$ cat src/design/yawpid_pkg.sv
// ----------------------------------------------------------------------------
// yawpid_pkg
// Shared widths, register indexes and reset values for the yaw heading PID.
// ----------------------------------------------------------------------------
package yawpid_pkg;

  localparam int unsigned AngleBitsDef = 16;
  localparam int unsigned SumBitsDef   = 32;

  localparam int unsigned FieldW    = 16;
  localparam int unsigned GainW     = 24;
  localparam int unsigned LimitW    = 15;
  localparam int unsigned DeadbandW = 11;
  localparam int unsigned FracBits  = 16;

  localparam int unsigned CfgIdxW  = 3;
  localparam int unsigned CfgDataW = 24;

  typedef enum logic [CfgIdxW-1:0] {
    REG_PROP_GAIN    = 3'd0,
    REG_INTEG_GAIN   = 3'd1,
    REG_DERIV_GAIN   = 3'd2,
    REG_OUTPUT_LIMIT = 3'd3,
    REG_DEADBAND     = 3'd4
  } cfg_idx_e;

  typedef struct packed {
    logic signed [GainW-1:0] prop_gain;
    logic signed [GainW-1:0] integ_gain;
    logic signed [GainW-1:0] deriv_gain;
    logic [LimitW-1:0]       output_limit;
    logic [DeadbandW-1:0]    deadband;
  } cfg_t;

  localparam logic signed [GainW-1:0] PropGainRst    = 24'sd14746;
  localparam logic signed [GainW-1:0] IntegGainRst   = 24'sd0;
  localparam logic signed [GainW-1:0] DerivGainRst   = 24'sd44;
  localparam logic [LimitW-1:0]       OutputLimitRst = 15'd2458;
  localparam logic [DeadbandW-1:0]    DeadbandRst    = 11'd18;

endpackage

$ cat src/design/yawpid_if.sv


interface yawpid_cfg_if;
  logic                                  valid;
  logic                                  ready;
  logic [yawpid_pkg::CfgIdxW-1:0]        index;
  logic [yawpid_pkg::CfgDataW-1:0]       data;

  modport source (output valid, output index, output data, input ready);
  modport sink   (input valid, input index, input data, output ready);
endinterface

$ cat src/design/yawpid_cfg_regs.sv
// ----------------------------------------------------------------------------
// yawpid_cfg_regs
// Gain, limit and deadband registers, written over the configuration channel.
// ----------------------------------------------------------------------------
module yawpid_cfg_regs (
  input  logic               clk_i,
  input  logic               rst_ni,
  yawpid_cfg_if.sink         cfg_i,
  output yawpid_pkg::cfg_t   cfg_o
);

  yawpid_pkg::cfg_t cfg_q, cfg_d;

  assign cfg_i.ready = 1'b1;
  assign cfg_o       = cfg_q;

  always_comb begin
    cfg_d = cfg_q;
    if (cfg_i.valid) begin
      unique case (yawpid_pkg::cfg_idx_e'(cfg_i.index))
        yawpid_pkg::REG_PROP_GAIN: begin
          cfg_d.prop_gain = cfg_i.data[yawpid_pkg::GainW-1:0];
        end
        yawpid_pkg::REG_INTEG_GAIN: begin
          cfg_d.integ_gain = cfg_i.data[yawpid_pkg::GainW-1:0];
        end
        yawpid_pkg::REG_DERIV_GAIN: begin
          cfg_d.deriv_gain = cfg_i.data[yawpid_pkg::GainW-1:0];
        end
        yawpid_pkg::REG_OUTPUT_LIMIT: begin
          cfg_d.output_limit = cfg_i.data[yawpid_pkg::LimitW-1:0];
        end
        yawpid_pkg::REG_DEADBAND: begin
          cfg_d.deadband = cfg_i.data[yawpid_pkg::DeadbandW-1:0];
        end
        default: begin
          cfg_d = cfg_q;
        end
      endcase
    end
  end

  always_ff @(posedge clk_i or negedge rst_ni) begin
    if (!rst_ni) begin
      cfg_q.prop_gain    <= yawpid_pkg::PropGainRst;
      cfg_q.integ_gain   <= yawpid_pkg::IntegGainRst;
      cfg_q.deriv_gain   <= yawpid_pkg::DerivGainRst;
      cfg_q.output_limit <= yawpid_pkg::OutputLimitRst;
      cfg_q.deadband     <= yawpid_pkg::DeadbandRst;
    end else begin
      cfg_q <= cfg_d;
    end
  end

endmodule

$ cat src/flat_wrapper.sv
// flat-port wrapper written by rule: the top's interface ports become plain ports
module yawpid_cfg_regs_flat 
  (clk_i, rst_ni, cfg_o, cfg_i_valid, cfg_i_index, cfg_i_data, cfg_i_ready);
  yawpid_cfg_if cfg_i_i ();
  input  logic clk_i;
  input  logic rst_ni;
  output yawpid_pkg::cfg_t cfg_o;
  input wire logic [$bits(cfg_i_i.valid)-1:0] cfg_i_valid;
  input wire logic [$bits(cfg_i_i.index)-1:0] cfg_i_index;
  input wire logic [$bits(cfg_i_i.data)-1:0] cfg_i_data;
  output wire logic [$bits(cfg_i_i.ready)-1:0] cfg_i_ready;
  assign cfg_i_i.valid = cfg_i_valid;
  assign cfg_i_i.index = cfg_i_index;
  assign cfg_i_i.data = cfg_i_data;
  assign cfg_i_ready = cfg_i_i.ready;
  yawpid_cfg_regs u_core (.clk_i(clk_i), .rst_ni(rst_ni), .cfg_i(cfg_i_i), .cfg_o(cfg_o));
endmodule
$ cat config.mk
export PLATFORM = sky130hd
export DESIGN_NAME = yawpid_cfg_regs_flat
export DESIGN_NICKNAME = d
export VERILOG_FILES = /design/src/design/yawpid_pkg.sv /design/src/design/yawpid_if.sv /design/src/design/yawpid_cfg_regs.sv /design/src/flat_wrapper.sv
export SDC_FILE = /design/constraint.sdc
export NUM_CORES = 1
export LEC_CHECK = 0
export BUFFER_PORTS_ARGS = -buffer_cell sky130_fd_sc_hd__buf_2
export CAP_MARGIN = 5
export CORE_UTILIZATION = 45
export CTS_CLUSTER_DIAMETER = 200
export DETAILED_ROUTE_END_ITERATION = 6
export GPL_TIMING_DRIVEN = 0
export PLACE_DENSITY = 0.76
export SLEW_MARGIN = 20
export SYNTH_ARGS = -nofsm -noshare
export SYNTH_HDL_FRONTEND = slang
export SYNTH_SLANG_ARGS = --single-unit
$ cat constraint.sdc
create_clock -name clk_i -period 0.8 [get_ports clk_i]
set_input_delay 0 -clock clk_i [delete_from_list [all_inputs] [get_ports clk_i]]
set_output_delay 0 -clock clk_i [all_outputs]
set_load 0.005 [all_outputs]
==> results of run 1 <==
[timing repair]
| item | 4_1_cts | 5_1_grt |
|---|---|---|
| gates resized for setup | 47 | 26 |
| pin swaps | 3 | 2 |
| gates cloned | 5 | 2 |
| setup buffers | 18 | 21 |
| endpoints found under the hold margin | 189 | 51 |
| setup endpoints to repair | 159 | 171 |
[power breakdown]
part / switching (mW) / leakage, nW / internal, mW
combinational: 1.32 / 1.69 / 2.75
sequential: 0.647 / 1.15 / 6.20
clock: 1.70 / 0.110 / 1.87
[synthesized netlist by cell type]
cell / count
mux2_2: 90
dfrtp_1: 79
dfstp_2: 19
mux2_1: 8
buf_6: 7
buf_2: 3
and4bb_1: 1
and4bb_2: 1
buf_4: 1
conb_1: 1
nand4b_2: 1
nor4b_4: 1
nor4bb_1: 1
[worst min path at each step]
stage	slack, ns	start	to	cells past startpoint
floorplan	-0.30	rst_ni	u_core.cfg_o[0]	0
global placement	0.26	cfg_i_data[16]	u_core.cfg_o[42]	2
detailed placement	-0.03	rst_ni	u_core.cfg_o[56]	1
CTS	-0.42	rst_ni	u_core.cfg_o[56]	1
global route	-0.41	rst_ni	u_core.cfg_o[56]	1
finish	-0.43	rst_ni	u_core.cfg_o[56]	1
[kinds of logic after synthesis]
kind of cell,share of synthesized area
other cells,0.0009977
simple gates,0.01964
flops,0.6588
mux,0.2936
buf+inv,0.02696
[layout make-up]
| type | instances | area [sq um] |
|---|---|---|
| plain buffers | 9 | 136.4 |
| repair buffers | 194 | 1550 |
| multi-input cells | 104 | 1509 |
| flip-flops and latches | 98 | 2476 |
| clock buffers | 11 | 141.4 |
| clock inverters | 5 | 85.08 |
| well taps | 102 | 127.6 |
| fillers | 463 | 1862 |
[stage by stage]
| stage | area [sq um] | total power [mW] |
|---|---|---|
| 4_1_cts | 5816 | 14.09 |
| 2_1_floorplan | 4045 | 8.413 |
| 6_report | 6026 | 14.48 |
| 3_5_place_dp | 4842 | 10.06 |
| 3_3_place_gp | 4808 | 9.891 |
| 5_1_grt | 6026 | 15.15 |
[layer usage]
layer  track usage  up-vias  share of wire
met1        0.3066     1343           0.43
met4       0.06538        0          0.015
met5             0        -              0
met3       0.05285       14          0.039
met2        0.3836       85           0.51
li1              -     1160              -
==> out/qor.txt, run 1 <==
CP startpoint kind - flip-flop
Post-route ant nets - 0
GRT Total Usage - 0.2316
Largest cells by area after synthesis - dfrtp_1 (53%), mux2_2 (27%), dfstp_2 (13%), mux2_1 (2.4%), buf_6 (2.1%)
Most frequent cells in the layout - buf_2 (112), mux2_4 (80), dfrtp_1 (79)
DRC viols - 0
Skew-Pair Late Insertion Delay - 0.35 ns
Worst Path Max Fanout - 2
WP depth - 1
Yosys reg bits - 98
Slowest-stage cell, CP - dfstp_2
Via density - 4.975
Count of unique library cells instantiated by Yosys - 13
Num rows - 32
CTS max path bufs - 2
Hold Worst Slack - -0.4262 ns
Max reg flops - 98
Total CTS buffers - 9
Die H - 93.39 microns
Clock Pin Slew Worst Setup and Hold Paths - 0.10 ns
Fin nets - 446
Vias in the first global route - 2,665
TNS Setup - -13.48 ns
Crit path buffers/inverters - 1
Largest net degree at the start of global routing - 53
Syn_area_per_cell - 17.65 sq um
Clock sink count - 98
DIE AREA - 8722 sq um
Cell-by-cell trace of the critical path - buf_2
Post-place setup slack - -0.6311 ns
Drt initial violations - 63
Worst EP required - 0.80 ns
Final worst-path setup slack - -0.2203 ns
Layout Cells excl Fill - 523
TritonCTS clock tree - done
Post-Place Cells - 443
Initial Util - 0.4765
Leading cell type in the layout, fill and taps excluded - buf_2
Synthesized instance count - 213
FF-to-FF End - u_core.cfg_o[52]
Share of layout cells above drive strength 1 - 0.7482
Largest vdd supply drop - 1528 uV
Largest area contributor in the netlist - dfrtp_1
CP arrival - 1.02 ns
Reg2Reg Depth - 2
Final Cycle Share - 1.275
Pre-Repair DR Iteration Count - 4
Fmax - 0.9801 GHz
Fin. Hold Viols - 91
Worst min path class - input pin to async pin
I/O Pins - 129
Minimum clock period - 1.020 ns
Failing checks - hold timing, setup timing
Initial antenna violation count - 0
PortBufs - 127
P_leak - 2.947 nW
Wire per inst - 19.11 microns
Max Cap Viol - 0
Seq/Total Area, Yosys - 0.6588
Setup Viol. Count Final - 156
Hold_buf cts - 24
R2R Setup Slk - -0.12 ns
Antenna cells - 0
DR vias - 2,602
Crit-path leading delay family - flip-flops
Grt ovf - 0
Setup crit start - u_core.cfg_o[81]
Crit end category - output pin
Outcome - finished, violations left
Final WL - 9993 microns
PD cells - 2403 nW/um^2
Critical R2R Launch - u_core.cfg_o[52]
Synth Warn # - 0
Core area - 7888 sq um
Unrepaired setup endpoints after global routing - true
Synth Cell Area - 3759 sq um
Worst setup path end - cfg_o[81]
Core Util, Final - 0.7640
Post-synth top area share - 0.5260
DIE WIDTH - 93.39 microns
Max Clock Skew - 0 ns
Syn_nets - 243
Slowest cell delay on critical path - 0.56 ns
Post-detail-place hpwl - 5662 microns
Max Slew Vio Count - 0
First-pass GRT wire length - 14,890 microns
Critical path class - flip-flop to output pin
GPL Wtd Cong - 0.7558
CTS root buf - clkbuf_8
Htree depth - 3
Area growth syn-to-layout - 60.32%
Note: power is estimated with default switching activity, not from simulation.
==> run 2: changes to the inputs <==
- ABC_AREA: unset -> 1
- CORE_UTILIZATION: 45 -> 46
==> out/qor.txt, run 2 <==
Outcome - finished, violations left
Failing checks - setup timing
Total Power - 13.31 mW (-8.1%)
Clock Pin Slew Worst Setup and Hold Paths - 0.10 ns (about the same)
Reg2Reg Depth - 4 (+2)
Post-synth top area share - 0.4933 (-0.03268)
Critical R2R Launch - u_core.cfg_o[93]
Num rows - 33 (+3.1%)
Pre-Repair DR Iteration Count - 5 (+1)
Worst EP required - 0.80 ns (about the same)
Hold Crit Start - cfg_i_index[0]
Seq/Total Area, Yosys - 0.6179 (-0.04093)
Crit end category - output pin
Most frequent cells after synthesis - nand2_1 (214), nand3_1 (83), dfrtp_1 (79), dfstp_2 (19), buf_2 (10)
I/O Pins - 129 (unchanged)
Largest vdd supply drop - 1227 uV (-20%)
Initial Util - 0.4805 (+0.003975)
Syn_area_per_cell - 9.150 sq um (-48%)
Final Cycle Share - 1.287 (+0.01181)
Top-count cell post-synth - nand2_1
Most frequent cells in the layout - nand2_1 (211), buf_2 (123), nand3_1 (83)
FF-to-FF End - u_core.cfg_o[93]
Clock Power Share - 0.239 (-0.007)
Skew-Pair Late Insertion Delay - 0.34 ns (about the same)
Post-synth EDFFs - 0 (unchanged)
Worst Hold Path EP - u_core.cfg_o[28]
Vias in the first global route - 3,517 (+32%)
Fin nets - 687 (+54%)
Slowest-stage cell, CP - dfstp_2
DR vias - 3,796 (+46%)
TritonCTS clock tree - done
Final worst-path setup slack - -0.2298 ns (-0.009449 ns)
Htree depth - 3 (unchanged)
Combinational power share - 0.272 (-0.009)
Area growth syn-to-layout - 44.52%
DRC viols - 0 (unchanged)
Final WL - 11,650 microns (+17%)
Share of layout cells above drive strength 1 - 0.3897 (-0.3585)
PD cells - 2299 nW/um^2 (-4.4%)
Drt initial violations - 198 (+210%)
Antenna cells - 0 (unchanged)
PortBufs - 127 (unchanged)
Largest cells by area after synthesis - dfrtp_1 (49%), nand2_1 (20%), dfstp_2 (12%), nand3_1 (10%), buf_4 (1.7%)
CTS root buf - clkbuf_8
Core Util, Final - 0.6944 (-0.06954)
Core area - 8341 sq um (+5.7%)
Post-route ant nets - 0 (unchanged)
Max Cap Viol - 0 (unchanged)
Post-synthesis mux area share - 0 (-0.2936)
Complex-gate fraction of the synthesized area - 0 (unchanged)
Post-synth top flop - dfrtp_1
FILL cells - 655 (+41%)
CP arrival - 1.03 ns (about the same)
Hold Worst Slack - 0.01892 ns (+0.4451 ns)
Area of placed instances - 4808 sq um (-0.70%)
Count of unique library cells instantiated by Yosys - 14 (+1)
First-pass GRT wire length - 17,280 microns (+16%)
Design area - 5792 sq um (-3.9%)
Post-place setup slack - -0.2521 ns (+0.3790 ns)
Leading cell type in the layout, fill and taps excluded - nand2_1
Crit path buffers/inverters - 1 (unchanged)
Setup Viol. Count Final - 108 (-31%)
Global routing usage on met2 - 0.4006 (+0.01702)
Max Slew Vio Count - 0 (unchanged)
Slowest cell delay on critical path - 0.57 ns (about the same)
Post-synthesis simple-gate area fraction - 0.3284 (+0.3088)
Post-detail-place hpwl - 7319 microns (+29%)
Synth Warn # - 0 (unchanged)
Grt ovf - 0 (unchanged)
Register Area - 2476 sq um (unchanged)
Fin. Hold Viols - 0 (-100%)
Largest family of logic cells by synthesized area - simple AND/OR/NAND/NOR gates
Initial antenna violation count - 0 (unchanged)
Setup crit start - u_core.cfg_o[18]
Fmax - 0.9711 GHz (-0.92%)
Largest area contributor in the netlist - dfrtp_1
Cell-by-cell trace of the critical path - buf_6
Switching Share - 0.2894 (+0.03651)
Worst Path Max Fanout - 2 (unchanged)
Post-synth ARST share - 1.000 (unchanged)
Max reg flops - 98 (unchanged)
Internal Power - 9.460 mW (-13%)
DIE AREA - 9090 sq um (+4.2%)
Met1 usage - 0.3508 (+0.04411)
CTS max path bufs - 2 (unchanged)
Grt peak-use layer - met2
GPL Wtd Cong - 0.7849 (+3.9%)
Synth Area in XOR/XNOR - 0 (unchanged)
Critical path class - flip-flop to output pin
Area share of fa/ha/maj cells after synthesis - 0 (unchanged)
Crit-path leading delay family - flip-flops
Seq pwr share - 0.490 (+0.017)
Unrepaired setup endpoints after global routing - true
Clock sink count - 98 (unchanged)
P_leak - 3.295 nW (+12%)
WP depth - 1 (unchanged)
Largest net degree at the start of global routing - 59 (+11%)
GRT Total Usage - 0.2531 (+0.02151)
Die H - 95.34 microns (+2.1%)
Synthesized instance count - 438 (+110%)
Footprint of the multi-input gates - 1328 sq um (-12%)
Worst min path class - input pin to flip-flop
Synth Cell Area - 4008 sq um (+6.6%)
DIE WIDTH - 95.34 microns (+2.1%)
Sw Pwr - 3.853 mW (+5.2%)
Total CTS buffers - 9 (unchanged)
Minimum clock period - 1.030 ns (+0.009449 ns)
R2R Setup Slk - -0.05 ns (+0.07 ns)
WHS Path Cells - 4
CP startpoint kind - flip-flop
Syn_nets - 468 (+93%)
Via density - 4.949 (-0.52%)
Max Clock Skew - 0 ns (unchanged)
Wire per inst - 15.19 microns (-21%)
Yosys reg bits - 98 (unchanged)
Met3 Usage GRT - 0.04147 (-0.01138)
run 2: layer usage:
metal  share of wire  wire [microns]  vias up
met5               0               0        -
met2            0.49            5731      139
met3           0.044             514       29
li1                -               -     1821
met4           0.026             308        0
met1            0.44            5096     1807
run 2: area by class of cell:
cell class	count	share of cell area
Buffer	26	0.03262
Clock buffer	11	0.02268
Clock inverter	5	0.01102
Inverter	6	0.003889
Multi-Input combinational cell	308	0.2292
Sequential cell	98	0.4275
Tap cell	105	0.02268
Timing Repair Buffer	208	0.2504
run 2: cells by family after synthesis:
| kind of cell | after synthesis |
|---|---|
| flip-flops | 98 |
| AND/OR/NAND/NOR | 307 |
| buffers and inverters | 32 |
| other | 1 |
run 2: worst max path at each step:
stage	to	slack [ns]
2_1_floorplan	u_core.cfg_o[16]	0.04
3_3_place_gp	u_core.cfg_o[17]	-1.20
3_5_place_dp	u_core.cfg_o[23]	-0.25
4_1_cts	cfg_o[29]	-0.22
5_1_grt	cfg_o[15]	-0.25
6_report	cfg_o[18]	-0.23
run 2: power groups by stage:
stage               Clock (mW)  Combinational, mW  Sequential (mW)
floorplan                    0              0.941             6.65
global placement             0               2.44             6.54
detailed placement           0               2.54             6.57
CTS                       3.23               3.22             6.47
global route              3.42               4.01             6.61
finish                    3.18               3.62             6.52
run 2: timing repair:
item,in CTS,in global routing
pin swaps,0,2
buffers inserted,35,19
endpoints found under the hold margin,185,0
resized for setup,8,14
gates cloned,0,1
hold buffers,25,0
endpoints found under the setup margin,98,148
run 2: through the flow:
step	cells	TNS, ns
after floorplan	438	0
after global placement	670	-122.40
after detailed placement	671	-16.66
after CTS	747	-10.25
after global routing	767	-13.14
final	767	-9.487
==> run 3: changes to the inputs <==
- clock period: 0.8 -> 0.87 ns (I/O delays scaled with it)
==> out/qor.txt, run 3 (synthesis results as in run 2) <==
Fin. Hold Viols - 0 (unchanged)
Max Slew Vio Count - 0 (unchanged)
Initial Util - 0.4805 (unchanged)
DIE WIDTH - 95.34 microns (unchanged)
Skew-Pair Late Insertion Delay - 0.35 ns (about the same)
CP arrival - 1.03 ns (about the same)
WHS Path Cells - 4 (unchanged)
Minimum clock period - 1.029 ns
Num rows - 33 (unchanged)
Leading cell type in the layout, fill and taps excluded - nand2_1
I/O Pins - 129 (unchanged)
Internal Power - 8.662 mW (-8.4%)
Outcome - finished, violations left
Area growth syn-to-layout - 43.37%
CTS max path bufs - 2 (unchanged)
Post-Place Cells - 671 (unchanged)
Post-detail-place hpwl - 7319 microns (unchanged)
Vias in the first global route - 3,506 (-0.31%)
Drt initial violations - 177 (-11%)
Final worst-path setup slack - -0.1590 ns (+0.07078 ns)
Clock sink count - 98 (unchanged)
Failing checks - setup timing
Hold Worst Slack - 0.02106 ns (+0.002132 ns)
TritonCTS clock tree - done
Max Cap Viol - 0 (unchanged)
Final WL - 11,510 microns (-1.2%)
Slowest cell delay on critical path - 0.57 ns (about the same)
PortBufs - 127 (unchanged)
Reg2Reg Depth - 4 (unchanged)
Core area - 8341 sq um (unchanged)
Largest vdd supply drop - 1123 uV (-8.5%)
Critical path class - flip-flop to output pin
Seq pwr share - 0.491 (about the same)
Grt ovf - 0 (unchanged)
Worst Path Max Fanout - 2 (unchanged)
Wire per inst - 15.02 microns (-1.1%)
Layout Cells excl Fill - 766 (-0.13%)
Combinational power share - 0.269 (-0.003)
Fmax - 0.9718 GHz
Crit end category - output pin
Die H - 95.34 microns (unchanged)
CP startpoint kind - flip-flop
Via density - 4.939 (-0.21%)
CTS root buf - clkbuf_8
Worst min path class - input pin to flip-flop
Max reg flops - 98 (unchanged)
Initial antenna violation count - 0 (unchanged)
GRT Total Usage - 0.2525 (-0.0006888)
WP depth - 1 (unchanged)
GPL Wtd Cong - 0.7849 (unchanged)
Slowest-stage cell, CP - dfstp_2
Final Cycle Share - 1.183
Htree depth - 3 (unchanged)
Post-route ant nets - 0 (unchanged)
Unrepaired setup endpoints after global routing - true
DRC viols - 0 (unchanged)
Most frequent cells in the layout - nand2_1 (213), buf_2 (123), nand3_1 (83)
Clock Pin Slew Worst Setup and Hold Paths - 0.10 ns (about the same)
Crit-path leading delay family - flip-flops
P_leak - 3.278 nW (-0.52%)
Sw Pwr - 3.526 mW (-8.5%)
Switching Share - 0.2893 (about the same)
Crit path buffers/inverters - 1 (unchanged)
Largest net degree at the start of global routing - 59 (unchanged)
Fin nets - 686 (-0.15%)
Antenna cells - 0 (unchanged)
Pre-Repair DR Iteration Count - 4 (-1)
Share of layout cells above drive strength 1 - 0.3858 (-0.003949)
First-pass GRT wire length - 17,240 microns (-0.24%)
Setup Viol. Count Final - 60 (-44%)
Worst EP required - 0.87 ns (+0.07 ns)
Cell-by-cell trace of the critical path - buf_6
DR vias - 3,783 (-0.34%)
PD cells - 2121 nW/um^2 (-7.7%)
Max Clock Skew - 0 ns (unchanged)
Clock Power Share - 0.240 (about the same)
DIE AREA - 9090 sq um (unchanged)
Total CTS buffers - 9 (unchanged)
==> run 3: final timing paths <==
check,slack [ns],start,end
setup reg to reg,0.01,u_core.cfg_o[36],u_core.cfg_o[36]
hold reg to reg,0.47,u_core.cfg_o[85],u_core.cfg_o[85]
hold / removal,0.02,cfg_i_index[0],u_core.cfg_o[28]
max in group asynchronous,0.12,rst_ni,u_core.cfg_o[87]
setup / recovery,-0.16,u_core.cfg_o[18],cfg_o[18]
min in group asynchronous,0.11,rst_ni,u_core.cfg_o[76]
==> run 3: layout make-up <==
class | count | area [sq um]
sequential | 98 | 2476
buffer | 26 | 188.9
clock buffer | 11 | 131.4
inverter | 6 | 22.52
tap | 105 | 131.4
fill | 669 | 2595
clock inverter | 5 | 63.81
timing repair buffer | 207 | 1409
multi-input combinational | 308 | 1323
==> run 3: what timing repair did <==
| item | 4_1_cts | 5_1_grt |
|---|---|---|
| buffers inserted | 34 | 20 |
| setup endpoints to repair | 94 | 104 |
| pin swaps | 0 | 0 |
| hold buffers | 25 | 0 |
| resized for setup | 8 | 7 |
| hold endpoints to repair | 185 | 0 |
==> run 3: through the flow <==
step / setup TNS [ns] / utilization / setup slack, ns / power (mW) / area, sq um
6_report: -2.761 / 0.6889 / -0.1590 / 12.19 / 5746
5_1_grt: -5.765 / 0.6889 / -0.1831 / 12.86 / 5746
4_1_cts: -3.422 / 0.6665 / -0.1463 / 11.87 / 5559
3_5_place_dp: -9.952 / 0.5765 / -0.1821 / 8.375 / 4808
3_3_place_gp: -108.90 / 0.5725 / -1.131 / 8.261 / 4775
2_1_floorplan: 0 / - / 0.1053 / 6.984 / 4008
==> run 3: routing by layer <==
| metal | wire length (microns) | track usage | vias up |
|---|---|---|---|
| li1 | - | - | 1817 |
| met1 | 5031 | 0.3513 | 1808 |
| met2 | 5644 | 0.3982 | 129 |
| met3 | 541 | 0.04067 | 29 |
| met4 | 291 | 0.09343 | 0 |
| met5 | 0 | 0 | - |
==> run 3: power groups by stage <==
stage / clock, mW / sequential [mW] / combinational (mW)
2_1_floorplan: 0 / 6.12 / 0.866
6_report: 2.93 / 5.99 / 3.27
5_1_grt: 3.15 / 6.08 / 3.63
4_1_cts: 2.97 / 5.95 / 2.95
3_5_place_dp: 0 / 6.04 / 2.33
3_3_place_gp: 0 / 6.01 / 2.25
==> run 3: worst reg2reg max path, cell delays in order, from the launching register on <==
cell	delay, ns
dfrtp_1	0.40
buf_4	0.14
buf_4	0.13
nand2_1	0.06
nand2_1	0.04
